## config.mk

```make
export PLATFORM = sky130hd
export DESIGN_NAME = morse_keyer_latin_cyrillic_core
export DESIGN_NICKNAME = d
export VERILOG_FILES = /design/src/rtl/mklc_pkg.sv /design/src/rtl/mklc_lookup.sv /design/src/rtl/morse_keyer_latin_cyrillic_core.sv
export SDC_FILE = /design/constraint.sdc
export NUM_CORES = 1
export LEC_CHECK = 0
export BUFFER_PORTS_ARGS = -buffer_cell sky130_fd_sc_hd__buf_2
export CAP_MARGIN = 20
export CORE_MARGIN = 3
export CORE_UTILIZATION = 57
export DETAILED_ROUTE_END_ITERATION = 10
export PLACE_DENSITY = 0.81
export SYNTH_ARGS = -nofsm -noshare
export SYNTH_HDL_FRONTEND = slang
export SYNTH_HIERARCHICAL = 1
export SYNTH_SLANG_ARGS = --single-unit
```

## constraint.sdc

```tcl
create_clock -name clk -period 6.2 [get_ports clk]
set_input_delay 0.93 -clock clk [delete_from_list [all_inputs] [get_ports clk]]
set_output_delay 0.93 -clock clk [all_outputs]
set_load 0.005 [all_outputs]
```

## src/rtl/mklc_pkg.sv

```systemverilog
`default_nettype none
// ----------------------------------------------------------------------------
// mklc_pkg
// Shared types, codes and Morse code tables for the Latin/Cyrillic keyer.
// ----------------------------------------------------------------------------
package mklc_pkg;

    localparam int CNT_W = 16;
    localparam int CMP_W = ((CNT_W > 16) ? CNT_W : 16) + 1;

    localparam logic [1:0] ST_OK   = 2'd0;
    localparam logic [1:0] ST_SKIP = 2'd1;
    localparam logic [1:0] ST_BUSY = 2'd2;

    localparam logic OP_CHAR = 1'b0;
    localparam logic OP_TICK = 1'b1;

    localparam logic REG_UNIT_TICKS = 1'b0;

    typedef enum logic [2:0] {
        PH_IDLE,
        PH_LEAD,
        PH_ON,
        PH_OFF,
        PH_GAP
    } phase_t;

    typedef enum logic [1:0] {
        KIND_NONE,
        KIND_CODE,
        KIND_SPACE,
        KIND_SPECIAL
    } kind_t;

    // bit i of pat is element i, 1 = dash
    typedef struct packed {
        logic [2:0] len;
        logic [5:0] pat;
    } morse_code_t;

    typedef struct packed {
        kind_t       kind;
        morse_code_t code;
    } lookup_t;

    function automatic morse_code_t latin_code(input logic [4:0] idx);
        morse_code_t c;
        case (idx)
            5'd0:    c = '{3'd2, 6'b000010};
            5'd1:    c = '{3'd4, 6'b000001};
            5'd2:    c = '{3'd4, 6'b000101};
            5'd3:    c = '{3'd3, 6'b000001};
            5'd4:    c = '{3'd1, 6'b000000};
            5'd5:    c = '{3'd4, 6'b000100};
            5'd6:    c = '{3'd3, 6'b000011};
            5'd7:    c = '{3'd4, 6'b000000};
            5'd8:    c = '{3'd2, 6'b000000};
            5'd9:    c = '{3'd4, 6'b001110};
            5'd10:   c = '{3'd3, 6'b000101};
            5'd11:   c = '{3'd4, 6'b000010};
            5'd12:   c = '{3'd2, 6'b000011};
            5'd13:   c = '{3'd2, 6'b000001};
            5'd14:   c = '{3'd3, 6'b000111};
            5'd15:   c = '{3'd4, 6'b000110};
            5'd16:   c = '{3'd4, 6'b001011};
            5'd17:   c = '{3'd3, 6'b000010};
            5'd18:   c = '{3'd3, 6'b000000};
            5'd19:   c = '{3'd1, 6'b000001};
            5'd20:   c = '{3'd3, 6'b000100};
            5'd21:   c = '{3'd4, 6'b001000};
            5'd22:   c = '{3'd3, 6'b000110};
            5'd23:   c = '{3'd4, 6'b001001};
            5'd24:   c = '{3'd4, 6'b001101};
            5'd25:   c = '{3'd4, 6'b000011};
            default: c = '{3'd0, 6'b000000};
        endcase
        return c;
    endfunction

    function automatic morse_code_t cyr_code(input logic [4:0] idx);
        morse_code_t c;
        case (idx)
            5'd0:    c = '{3'd2, 6'b000010};
            5'd1:    c = '{3'd4, 6'b000001};
            5'd2:    c = '{3'd3, 6'b000110};
            5'd3:    c = '{3'd3, 6'b000011};
            5'd4:    c = '{3'd3, 6'b000001};
            5'd5:    c = '{3'd1, 6'b000000};
            5'd6:    c = '{3'd4, 6'b001000};
            5'd7:    c = '{3'd4, 6'b000011};
            5'd8:    c = '{3'd2, 6'b000000};
            5'd9:    c = '{3'd4, 6'b001110};
            5'd10:   c = '{3'd3, 6'b000101};
            5'd11:   c = '{3'd4, 6'b000010};
            5'd12:   c = '{3'd2, 6'b000011};
            5'd13:   c = '{3'd2, 6'b000001};
            5'd14:   c = '{3'd3, 6'b000111};
            5'd15:   c = '{3'd4, 6'b000110};
            5'd16:   c = '{3'd3, 6'b000010};
            5'd17:   c = '{3'd3, 6'b000000};
            5'd18:   c = '{3'd1, 6'b000001};
            5'd19:   c = '{3'd3, 6'b000100};
            5'd20:   c = '{3'd4, 6'b000100};
            5'd21:   c = '{3'd4, 6'b000000};
            5'd22:   c = '{3'd4, 6'b000101};
            5'd23:   c = '{3'd4, 6'b000111};
            5'd24:   c = '{3'd4, 6'b001111};
            5'd25:   c = '{3'd4, 6'b001011};
            5'd26:   c = '{3'd5, 6'b010110};
            5'd27:   c = '{3'd4, 6'b001101};
            5'd28:   c = '{3'd4, 6'b001001};
            5'd29:   c = '{3'd5, 6'b000100};
            5'd30:   c = '{3'd4, 6'b001100};
            5'd31:   c = '{3'd4, 6'b001010};
            default: c = '{3'd0, 6'b000000};
        endcase
        return c;
    endfunction

    function automatic morse_code_t digit_code(input logic [3:0] idx);
        morse_code_t c;
        case (idx)
            4'd0:    c = '{3'd5, 6'b011111};
            4'd1:    c = '{3'd5, 6'b011110};
            4'd2:    c = '{3'd5, 6'b011100};
            4'd3:    c = '{3'd5, 6'b011000};
            4'd4:    c = '{3'd5, 6'b010000};
            4'd5:    c = '{3'd5, 6'b000000};
            4'd6:    c = '{3'd5, 6'b000001};
            4'd7:    c = '{3'd5, 6'b000011};
            4'd8:    c = '{3'd5, 6'b000111};
            4'd9:    c = '{3'd5, 6'b001111};
            default: c = '{3'd0, 6'b000000};
        endcase
        return c;
    endfunction

endpackage

`default_nettype wire

```

## src/rtl/mklc_lookup.sv

```systemverilog
`default_nettype none
// ----------------------------------------------------------------------------
// mklc_lookup
// Case-folds one UTF-16 code unit and returns its Morse class and code.
// ----------------------------------------------------------------------------
module mklc_lookup (
    input  wire logic [15:0]      char_code,
    output mklc_pkg::lookup_t     result
);
    import mklc_pkg::*;

    logic [15:0] lat_fold;
    logic [15:0] folded;
    logic [15:0] lat_off;
    logic [15:0] cyr_off;
    logic [15:0] dig_off;

    always_comb
    begin
        lat_fold = (char_code >= 16'h0061 && char_code <= 16'h007A)
                 ? char_code - 16'h0020 : char_code;
        folded   = (lat_fold >= 16'h0430 && lat_fold <= 16'h044F)
                 ? lat_fold - 16'h0020 : lat_fold;
        lat_off  = folded - 16'h0041;
        cyr_off  = folded - 16'h0410;
        dig_off  = folded - 16'h0030;

        result.kind = KIND_NONE;
        result.code = '{3'd0, 6'b000000};
        if (folded >= 16'h0041 && folded <= 16'h005A)
        begin
            result.kind = KIND_CODE;
            result.code = latin_code(lat_off[4:0]);
        end
        else if (folded >= 16'h0410 && folded <= 16'h042F)
        begin
            result.kind = KIND_CODE;
            result.code = cyr_code(cyr_off[4:0]);
        end
        else if (folded >= 16'h0030 && folded <= 16'h0039)
        begin
            result.kind = KIND_CODE;
            result.code = digit_code(dig_off[3:0]);
        end
        else
        begin
            case (folded)
                16'h0020:
                begin
                    result.kind = KIND_SPACE;
                end
                16'h002E:
                begin
                    result.kind = KIND_SPECIAL;
                    result.code = '{3'd6, 6'b000000};
                end
                16'h0021:
                begin
                    result.kind = KIND_SPECIAL;
                    result.code = '{3'd6, 6'b110011};
                end
                16'h002C:
                begin
                    result.kind = KIND_SPECIAL;
                    result.code = '{3'd6, 6'b101010};
                end
                16'h003F:
                begin
                    result.kind = KIND_SPECIAL;
                    result.code = '{3'd6, 6'b001100};
                end
                16'h002D:
                begin
                    result.kind = KIND_SPECIAL;
                    result.code = '{3'd6, 6'b100001};
                end
                16'h002F:
                begin
                    result.kind = KIND_SPECIAL;
                    result.code = '{3'd5, 6'b001001};
                end
                default:
                begin
                    result.kind = KIND_NONE;
                end
            endcase
        end
    end

endmodule

`default_nettype wire

```

## src/rtl/morse_keyer_latin_cyrillic_core.sv

```systemverilog
`default_nettype none
// ----------------------------------------------------------------------------
// morse_keyer_latin_cyrillic_core
// Morse keyer: character words load a code, tick words step the LED.
// ----------------------------------------------------------------------------
// Each input word yields exactly one result word. A word is taken every cycle
// while results are drained; it passes an input register, the combinational
// table lookup or counter update, and a result register. The unit length
// (register 0, byte address 0, 16 bits, reset 1) counts tick words per Morse
// unit; writing 0 is ignored. A character word sent while a character is
// still being keyed is refused with status 2, an unsupported one is skipped
// with status 1.
module morse_keyer_latin_cyrillic_core (
    input  wire logic        clk,
    input  wire logic        rst_n,
    input  wire logic        psel,
    input  wire logic        penable,
    input  wire logic        pwrite,
    input  wire logic [2:0]  paddr,
    input  wire logic [31:0] pwdata,
    output logic      [31:0] prdata,
    output logic             pready,
    input  wire logic        item_valid,
    output logic             item_ready,
    input  wire logic        operation,
    input  wire logic [15:0] char_code,
    input  wire logic        last_char,
    output logic             res_valid,
    input  wire logic        res_ready,
    output logic             led,
    output logic      [1:0]  status,
    output logic             ready_res,
    output logic             text_done
);
    import mklc_pkg::*;

    localparam logic [CNT_W-1:0] CNT_MAX = {CNT_W{1'b1}};

    // configuration
    logic [15:0] unit_ticks_reg;
    logic        cfg_wr;

    // input stage
    logic        in_valid_reg;
    logic        op_reg;
    logic [15:0] char_reg;
    logic        last_reg;
    logic        advance;

    // keyer state
    phase_t           phase_reg,        phase_next;
    logic [5:0]       code_pattern_reg, code_pattern_next;
    logic [2:0]       elements_left_reg, elements_left_next;
    logic [CNT_W-1:0] unit_counter_reg, unit_counter_next;
    logic [2:0]       units_left_reg,   units_left_next;
    logic             final_flag_reg,   final_flag_next;

    // result stage
    logic        res_valid_reg;
    logic        led_reg,   led_next;
    logic [1:0]  status_reg, status_next;
    logic        ready_reg, ready_next;
    logic        done_reg,  done_next;

    lookup_t     lk;
    logic [CMP_W-1:0] cnt_inc;
    logic        unit_end;
    logic [2:0]  ul_dec;
    logic [2:0]  el_dec;

    assign pready = 1'b1;
    assign cfg_wr = psel && penable && pwrite && (paddr[2] == REG_UNIT_TICKS);
    assign prdata = (paddr[2] == REG_UNIT_TICKS) ? {16'd0, unit_ticks_reg} : 32'd0;

    always_ff @(posedge clk or negedge rst_n)
    begin
        if (!rst_n)
        begin
            unit_ticks_reg <= 16'd1;
        end
        else if (cfg_wr && pready && (pwdata[15:0] != 16'd0))
        begin
            unit_ticks_reg <= pwdata[15:0];
        end
    end

    assign advance    = in_valid_reg && (!res_valid_reg || res_ready);
    assign item_ready = !in_valid_reg || advance;

    always_ff @(posedge clk or negedge rst_n)
    begin
        if (!rst_n)
        begin
            in_valid_reg <= 1'b0;
        end
        else if (item_ready)
        begin
            in_valid_reg <= item_valid;
        end
    end

    always_ff @(posedge clk)
    begin
        if (item_valid && item_ready)
        begin
            op_reg   <= operation;
            char_reg <= char_code;
            last_reg <= last_char;
        end
    end

    mklc_lookup u_lookup (
        .char_code (char_reg),
        .result    (lk)
    );

    always_comb
    begin
        cnt_inc  = CMP_W'(unit_counter_reg) + CMP_W'(1);
        unit_end = (cnt_inc >= CMP_W'(unit_ticks_reg)) || (unit_counter_reg == CNT_MAX);
        ul_dec   = (units_left_reg != 3'd0) ? units_left_reg - 3'd1 : 3'd0;
        el_dec   = (elements_left_reg != 3'd0) ? elements_left_reg - 3'd1 : 3'd0;

        phase_next         = phase_reg;
        code_pattern_next  = code_pattern_reg;
        elements_left_next = elements_left_reg;
        unit_counter_next  = unit_counter_reg;
        units_left_next    = units_left_reg;
        final_flag_next    = final_flag_reg;
        led_next           = 1'b0;
        status_next        = ST_OK;
        ready_next         = 1'b0;
        done_next          = 1'b0;

        if (op_reg == OP_CHAR)
        begin
            if (phase_reg != PH_IDLE)
            begin
                status_next = ST_BUSY;
            end
            else if (lk.kind == KIND_NONE)
            begin
                status_next = ST_SKIP;
                ready_next  = 1'b1;
            end
            else
            begin
                final_flag_next    = last_reg;
                unit_counter_next  = '0;
                code_pattern_next  = 6'd0;
                elements_left_next = 3'd0;
                case (lk.kind)
                    KIND_SPACE:
                    begin
                        phase_next      = PH_GAP;
                        units_left_next = last_reg ? 3'd2 : 3'd4;
                    end
                    KIND_SPECIAL:
                    begin
                        code_pattern_next  = lk.code.pat;
                        elements_left_next = lk.code.len;
                        phase_next         = PH_LEAD;
                        units_left_next    = 3'd4;
                    end
                    default:
                    begin
                        code_pattern_next  = lk.code.pat;
                        elements_left_next = lk.code.len;
                        phase_next         = PH_ON;
                        units_left_next    = lk.code.pat[0] ? 3'd3 : 3'd1;
                    end
                endcase
            end
        end
        else if (phase_reg != PH_IDLE)
        begin
            led_next = (phase_reg == PH_ON);
            if (unit_end)
            begin
                unit_counter_next = '0;
                units_left_next   = ul_dec;
                if (ul_dec == 3'd0)
                begin
                    case (phase_reg)
                        PH_LEAD:
                        begin
                            phase_next      = PH_ON;
                            units_left_next = code_pattern_reg[0] ? 3'd3 : 3'd1;
                        end
                        PH_ON:
                        begin
                            phase_next      = PH_OFF;
                            units_left_next = 3'd1;
                        end
                        PH_OFF:
                        begin
                            elements_left_next = el_dec;
                            code_pattern_next  = {1'b0, code_pattern_reg[5:1]};
                            if (el_dec != 3'd0)
                            begin
                                phase_next      = PH_ON;
                                units_left_next = code_pattern_reg[1] ? 3'd3 : 3'd1;
                            end
                            else if (final_flag_reg)
                            begin
                                phase_next      = PH_IDLE;
                                ready_next      = 1'b1;
                                done_next       = 1'b1;
                                final_flag_next = 1'b0;
                            end
                            else
                            begin
                                phase_next      = PH_GAP;
                                units_left_next = 3'd2;
                            end
                        end
                        default:
                        begin
                            phase_next      = PH_IDLE;
                            ready_next      = 1'b1;
                            done_next       = final_flag_reg;
                            final_flag_next = 1'b0;
                        end
                    endcase
                end
            end
            else
            begin
                unit_counter_next = unit_counter_reg + CNT_W'(1);
            end
        end
    end

    always_ff @(posedge clk or negedge rst_n)
    begin
        if (!rst_n)
        begin
            phase_reg         <= PH_IDLE;
            code_pattern_reg  <= 6'd0;
            elements_left_reg <= 3'd0;
            unit_counter_reg  <= '0;
            units_left_reg    <= 3'd0;
            final_flag_reg    <= 1'b0;
        end
        else if (advance)
        begin
            phase_reg         <= phase_next;
            code_pattern_reg  <= code_pattern_next;
            elements_left_reg <= elements_left_next;
            unit_counter_reg  <= unit_counter_next;
            units_left_reg    <= units_left_next;
            final_flag_reg    <= final_flag_next;
        end
    end

    always_ff @(posedge clk or negedge rst_n)
    begin
        if (!rst_n)
        begin
            res_valid_reg <= 1'b0;
        end
        else if (advance)
        begin
            res_valid_reg <= 1'b1;
        end
        else if (res_ready)
        begin
            res_valid_reg <= 1'b0;
        end
    end

    always_ff @(posedge clk)
    begin
        if (advance)
        begin
            led_reg    <= led_next;
            status_reg <= status_next;
            ready_reg  <= ready_next;
            done_reg   <= done_next;
        end
    end

    assign res_valid = res_valid_reg;
    assign led       = led_reg;
    assign status    = status_reg;
    assign ready_res = ready_reg;
    assign text_done = done_reg;

`ifndef SYNTHESIS
    assert property (@(posedge clk) disable iff (!rst_n)
        res_valid_reg && done_reg |-> ready_reg)
        else $error("text_done without ready_res");

    assert property (@(posedge clk) disable iff (!rst_n)
        res_valid_reg && led_reg |-> status_reg == ST_OK)
        else $error("led on with non-ok status");

    assert property (@(posedge clk) disable iff (!rst_n)
        unit_ticks_reg != 16'd0)
        else $error("unit length is zero");

    assert property (@(posedge clk) disable iff (!rst_n)
        phase_reg == PH_IDLE |-> !final_flag_reg)
        else $error("last flag held while idle");

    assert property (@(posedge clk) disable iff (!rst_n)
        phase_reg != PH_IDLE |-> units_left_reg != 3'd0)
        else $error("active phase with no units left");
`endif

endmodule

`default_nettype wire

```

== Word level (Yosys, flattened, before mapping) ==
Memory sizes are Yosys's and may differ from the RTL's.
Index checks and enable logic that the tools add are counted.

* Multiplexer cells: 77
* Add/sub/neg operators: 9
* $lt $le $gt $ge: 11
* Shifts and indexed selects: 0
* Div/mod/pow operators: 0
* Bitwise logic cells: 1
* Equality and inequality tests: 21
* Reductions and logical operators: 34
* Multipliers: 0

{| class="wikitable"
|+ Operators with widths
! operator !! number
|-
| $mux 16 || 8
|-
| $eq 16x6->1 const B || 7
|-
| $mux 3 || 27
|-
| $pmux 9 s6 || 1
|-
| $mux 6 || 8
|-
| $mux 11 || 3
|-
| $ge 16x11->1 const B || 2
|-
| $ge 16x7->1 const B || 2
|-
| $le 16x11->1 const B || 2
|-
| $le 16x7->1 const B || 2
|-
| $sub 16x6->16 const B || 2
|-
| $mux 1 || 18
|-
| $pmux 3 s3 || 2
|-
| $add 16x1->17 const B || 1
|-
| $ge 17x16->1 || 1
|-
| $add 16x1->16 const B || 1
|-
| $eq 16x16->1 const B || 1
|-
| $ge 16x6->1 const B || 1
|-
| $le 16x6->1 const B || 1
|-
| $reduce_bool 16->1 || 1
|-
| $pmux 3 s2 || 2
|-
| $reduce_bool 3->1 || 4
|-
| $logic_and 1x1->1 || 11
|-
| $mux 2 || 4
|-
| 26 further kinds || 41
|}

* Memories kept: 3
* Output and inout bits: 40
* Bits in read-only memories: 592
* Bits in writable memories: 0
* Input bits: 60
* Register bits: 73
* Logic and storage cells: 173
* Bits in latches: 0

{| class="wikitable"
|+ Memory list
! name !! depth !! width !! read ports !! clocked after memory_dff !! wr ports !! line !! text
|-
| (name not given) || 32 || 8 || 1 || 0 || 0 || mklc_pkg.sv:82 || <nowiki>case (idx)</nowiki>
|-
| (name not given) || 32 || 7 || 1 || 0 || 0 || mklc_pkg.sv:48 || <nowiki>case (idx)</nowiki>
|-
| (name not given) || 16 || 7 || 1 || 0 || 0 || mklc_pkg.sv:122 || <nowiki>case (idx)</nowiki>
|}

== Depth between registers and ports, before layout ==
* Depth in word-level cells: 17
* Gate-level depth with buffers: 23

== Hierarchy ==
Netlist, hierarchy kept.

{| class="wikitable"
|+ Modules (own cells, without submodules)
! module !! sequential area each (um^2) !! instances !! area an instance (um^2) !! cells an instance
|-
| morse_keyer_latin_cyrillic_core || 1943.1 || 1 || 3905.0 || 365
|-
| mklc_lookup || 0.0 || 1 || 1684.1 || 253
|}

== Worst setup path after synthesis ==
Ideal clock, no wire load.

* Kind: register to register
* Start point: register char_reg[0]
* End point: register units_left_reg[1]
* Required time: 6079 ps
* Clock period less this slack: 4874 ps
* Setup time: 121 ps
* Setup slack: 1326 ps
* Arrival: 4753 ps
* Cell stages (with the launch flop): 21
* Cells stage by stage: edfxtp_1 clkbuf_1 inv_1 ha_1 buf_2 or4b_4 or2_4 a41oi_4 ha_1 a41o_1 a21oi_1 or3_4 a2111oi_4 nor2_1 nand2_1 nor2_1 nor3_4 o21ai_4 a31oi_2 nand2_1 a22o_1

{| class="wikitable"
|+ RTL lines
! element !! line !! text
|-
| from (decl) || morse_keyer_latin_cyrillic_core.sv:46 || <nowiki>logic [15:0] char_reg;</nowiki>
|-
| from (signal assigned) || morse_keyer_latin_cyrillic_core.sv:107 || <nowiki>char_reg <= char_code;</nowiki>
|-
| to (signal assigned) || morse_keyer_latin_cyrillic_core.sv:251 || <nowiki>units_left_reg <= units_left_next;</nowiki>
|-
| to (decl) || morse_keyer_latin_cyrillic_core.sv:55 || <nowiki>logic [2:0] units_left_reg, units_left_next;</nowiki>
|}

==> run_results.csv <==
group,metric,value,unit
final_layout,drive_gt1_frac,0.213,
timing,skew,0.00966,ns
floorplanning,fp-row-count,35,
logic_synthesis,ys_seq_area_frac,0.348,
floorplanning,die_w,105,um
global_routing,grt_pass1_wl,22300,um
detailed_routing,dr_wl_met3,1100,um
logic_synthesis,ys.flop_type,"dfrtp_1",
clock_tree,clock_latency,0.35,ns
power_and_ir_drop,p_sw_frac,0.376,
timing,final_max_slew_viol_count,0,
final_layout,fin_nets,759,
logic_synthesis,yosys_warnings,6,
detailed_routing,wl_per_cell,16.5,um
flow_run,cap_violations,0,
power_and_ir_drop,total_power,1.50,mW
detailed_routing,wirelength,13200,um
logic_synthesis,syn_inst,618,
clock_tree,cts_setup_buffers,0,
floorplanning,dieArea,11000,um2
timing,max_freq,184,MHz
floorplanning,io_pins,100,
worst_hold_path,holdPathEnd,"code_pattern_reg[3]",
logic_synthesis,synth_area,5590,um2
timing,setup_viol,0,
power_and_ir_drop,p_seq_frac,0.439,
detailed_routing,drt-met1-wl,5670,um
power_and_ir_drop,leakage,2.65,nW
power_and_ir_drop,p_per_area,245,nW/um2
detailed_routing,wl_met2,6100,um
critical_path,worstPathRequired,6.47,ns
global_routing,antenna_found_initial,0,
logic_synthesis,synth_edf_count,23,
detailed_routing,detail-route-antenna-nets,0,
clock_tree,cts_resized,0,
place,dp.final_hpwl,9710,um
timing,max_slew_margin,0.319,
timing,grt_setup_unrepaired,"false",
global_routing,overflow,0,
clock_tree,clockBufferDepth,2,
critical_path,path_max_fanout,18,
detailed_routing,dr.max_layer_used,"met4",
clock_tree,clkTransAtPathRegs,0.09,ns
global_routing,grt_max_degree,51,
timing,tns,0,ns
floorplanning,die_y,105,um
logic_synthesis,ys_ff_latch,73,
floorplanning,start_util,0.596,
critical_path,r2r-end,"code_pattern_reg[1]",
place,gp_congestion,0.987,
detailed_routing,via_count,4929,
power_and_ir_drop,intPower,0.934,mW
detailed_routing,drt_iter0_markers,407,
final_layout,seqCellArea,1940,um2
clock_tree,h-tree-depth,3,
critical_path,endpoint_kind,"flip-flop",
final_layout,mostFrequentLayoutCells,"buf_2, nand2_1, dfrtp_1, nor2_1, a21oi_1",
critical_path,reg2reg_from,"char_reg[1]",
clock_tree,cts_tree,"built",
logic_synthesis,ys_async_sr_fraction,0.685,
power_and_ir_drop,p_clk_frac,0.241,
power_and_ir_drop,power_switching,0.562,mW
final_layout,fillers,800,
logic_synthesis,synth_cell_type_count,88,
final_layout,multi_input_area,3280,um2
timing,worstMarginPinSlew,1.01,ns
detailed_routing,first_pass_iters,5,
power_and_ir_drop,ir_drop,0.000217,V
detailed_routing,viasPerCell,6.15,
critical_path,r2r_slack,0.75,ns
worst_hold_path,hold_path_depth,2,
outcome,status,"finished clean",
timing,whs,0.491,ns
clock_tree,cts_made_buffers,9,
final_layout,area_growth,9.34,%
clock_tree,cts_root_buf,"clkbuf_8",
critical_path,cp-start-kind,"flip-flop",
critical_path,critPathKind,"flip-flop to flip-flop",
floorplanning,coreArea,9370,um2
timing,min_period,5.45,ns
logic_synthesis,avgSynthCellArea,9.04,um2
clock_tree,clock-sinks,73,
final_layout,fin_util,0.652,
final_layout,final_common_cell,"buf_2",
power_and_ir_drop,pwr-share-comb,0.321,
timing,hold_viol,0,
timing,finalCritPeriodShare,0.879,
critical_path,arrival,5.72,ns
critical_path,r2r_cells,21,
detailed_routing,drcViolationCount,0,
clock_tree,hold_buffers,0,
final_layout,n_antenna_cell,0,
global_routing,grtUsageTotal,0.242,
worst_hold_path,hold_class,"flip-flop to flip-flop",
global_routing,grt_pass1_vias,4759,
worst_hold_path,min_from,"code_pattern_reg[3]",
place,portBuffers,64,
[cells in the mapped netlist (4+ instances only)]
cell       n  area share
nand2_1   57       0.038
dfrtp_1   49        0.22
nor2_1    47       0.032
a21oi_1   46       0.041
o21ai_0   34       0.030
ha_1      32       0.072
inv_1     32       0.021
edfxtp_1  23        0.12
clkbuf_1  20       0.013
nand3_1   19       0.017
buf_4     18       0.024
mux2_2    17       0.034
a22o_1    14       0.022
xnor2_1   10       0.016
mux2i_1    9       0.016
and2_1     8      0.0090
nor2b_1    8      0.0090
nor3_1     8      0.0072
a211oi_1   7      0.0094
nand2b_1   7      0.0078
a22oi_1    6      0.0081
buf_2      6      0.0054
nand4_1    6      0.0067
o211ai_1   6      0.0081
a221oi_1   5      0.0078
a31oi_1    5      0.0056
nor4_1     5      0.0056
or3_1      5      0.0056
xor2_1     5      0.0078
buf_1      4      0.0027
nand3b_1   4      0.0054
nor3b_1    4      0.0054
o221ai_1   4      0.0063
o31ai_1    4      0.0054
[power groups by stage]
stage / Sequential [mW] / Combinational, mW / Clock [mW]
after floorplan: 0.639 / 0.373 / 0
after detailed placement: 0.664 / 0.471 / 0
after CTS: 0.654 / 0.474 / 0.367
final: 0.656 / 0.480 / 0.360
after global placement: 0.657 / 0.448 / 0
after global routing: 0.668 / 0.539 / 0.392
[how the worst max path moves through the flow]
stage / startpoint / end / slack [ns] / cells past startpoint
after global routing: char_reg[1] / code_pattern_reg[1] / 0.45 / 21
final: char_reg[1] / code_pattern_reg[1] / 0.75 / 21
after CTS: char_reg[1] / code_pattern_reg[1] / 0.78 / 21
after detailed placement: char_reg[1] / code_pattern_reg[1] / 0.80 / 21
after global placement: char_reg[1] / code_pattern_reg[1] / 0.98 / 21
after floorplan: char_reg[0] / units_left_reg[1] / 1.33 / 20
[through the flow]
| stage | instances | instance area [um2] | setup WS, ns |
|---|---|---|---|
| 6_report | 801 | 6110 | 0.751 |
| 4_1_cts | 800 | 6090 | 0.785 |
| 2_1_floorplan | 633 | 5650 | 1.33 |
| 3_5_place_dp | 784 | 5910 | 0.800 |
| 5_1_grt | 801 | 6110 | 0.450 |
| 3_3_place_gp | 784 | 5910 | 0.979 |
[layout make-up]
| type | instances | area share |
|---|---|---|
| multi-input combinational | 474 | 0.537 |
| sequential | 73 | 0.318 |
| timing repair buffer | 74 | 0.0667 |
| tap | 129 | 0.0264 |
| inverter | 35 | 0.0215 |
| clock buffer | 9 | 0.0203 |
| clock inverter | 7 | 0.0100 |
[metal layers]
metal	vias to the layer above	global-route usage
li1	2323	-
met1	2324	0.329
met2	240	0.387
met3	42	0.0482
met4	0	0.0825
met5	-	0
[worst max-delay path, stage by stage (launching register included)]
cell and delay [ns]:
edfxtp_1 0.36, buf_4 0.19, inv_1 0.26, ha_1 0.24, or4b_4 0.52, o211ai_2 0.29
o41ai_2 0.11, buf_4 0.18, ha_1 0.20, nand4_1 0.16, or4b_4 0.50, and2_4 0.17
and4_4 0.18, o21ai_4 0.29, nand2_1 0.25, nor2_1 0.22, nor3_4 0.06, o21ai_4 0.48
nor3_2 0.10, o21ai_2 0.27, a221oi_1 0.13, a21oi_1 0.19
[logic make-up (layout without fill, tap and decap cells)]
kind of cell	Yosys count	after routing	synth area share
AND/OR/NAND/NOR	203	203	0.191
XOR/XNOR	15	15	0.0235
adder cells (fa/ha/maj)	32	32	0.0716
buffers and inverters	86	125	0.0752
multiplexers	27	27	0.0531
other	2	17	0.00134
flip-flops	73	73	0.348
AO/OA/AOI/OAI	180	180	0.237
(Power assumes the default switching activity.)
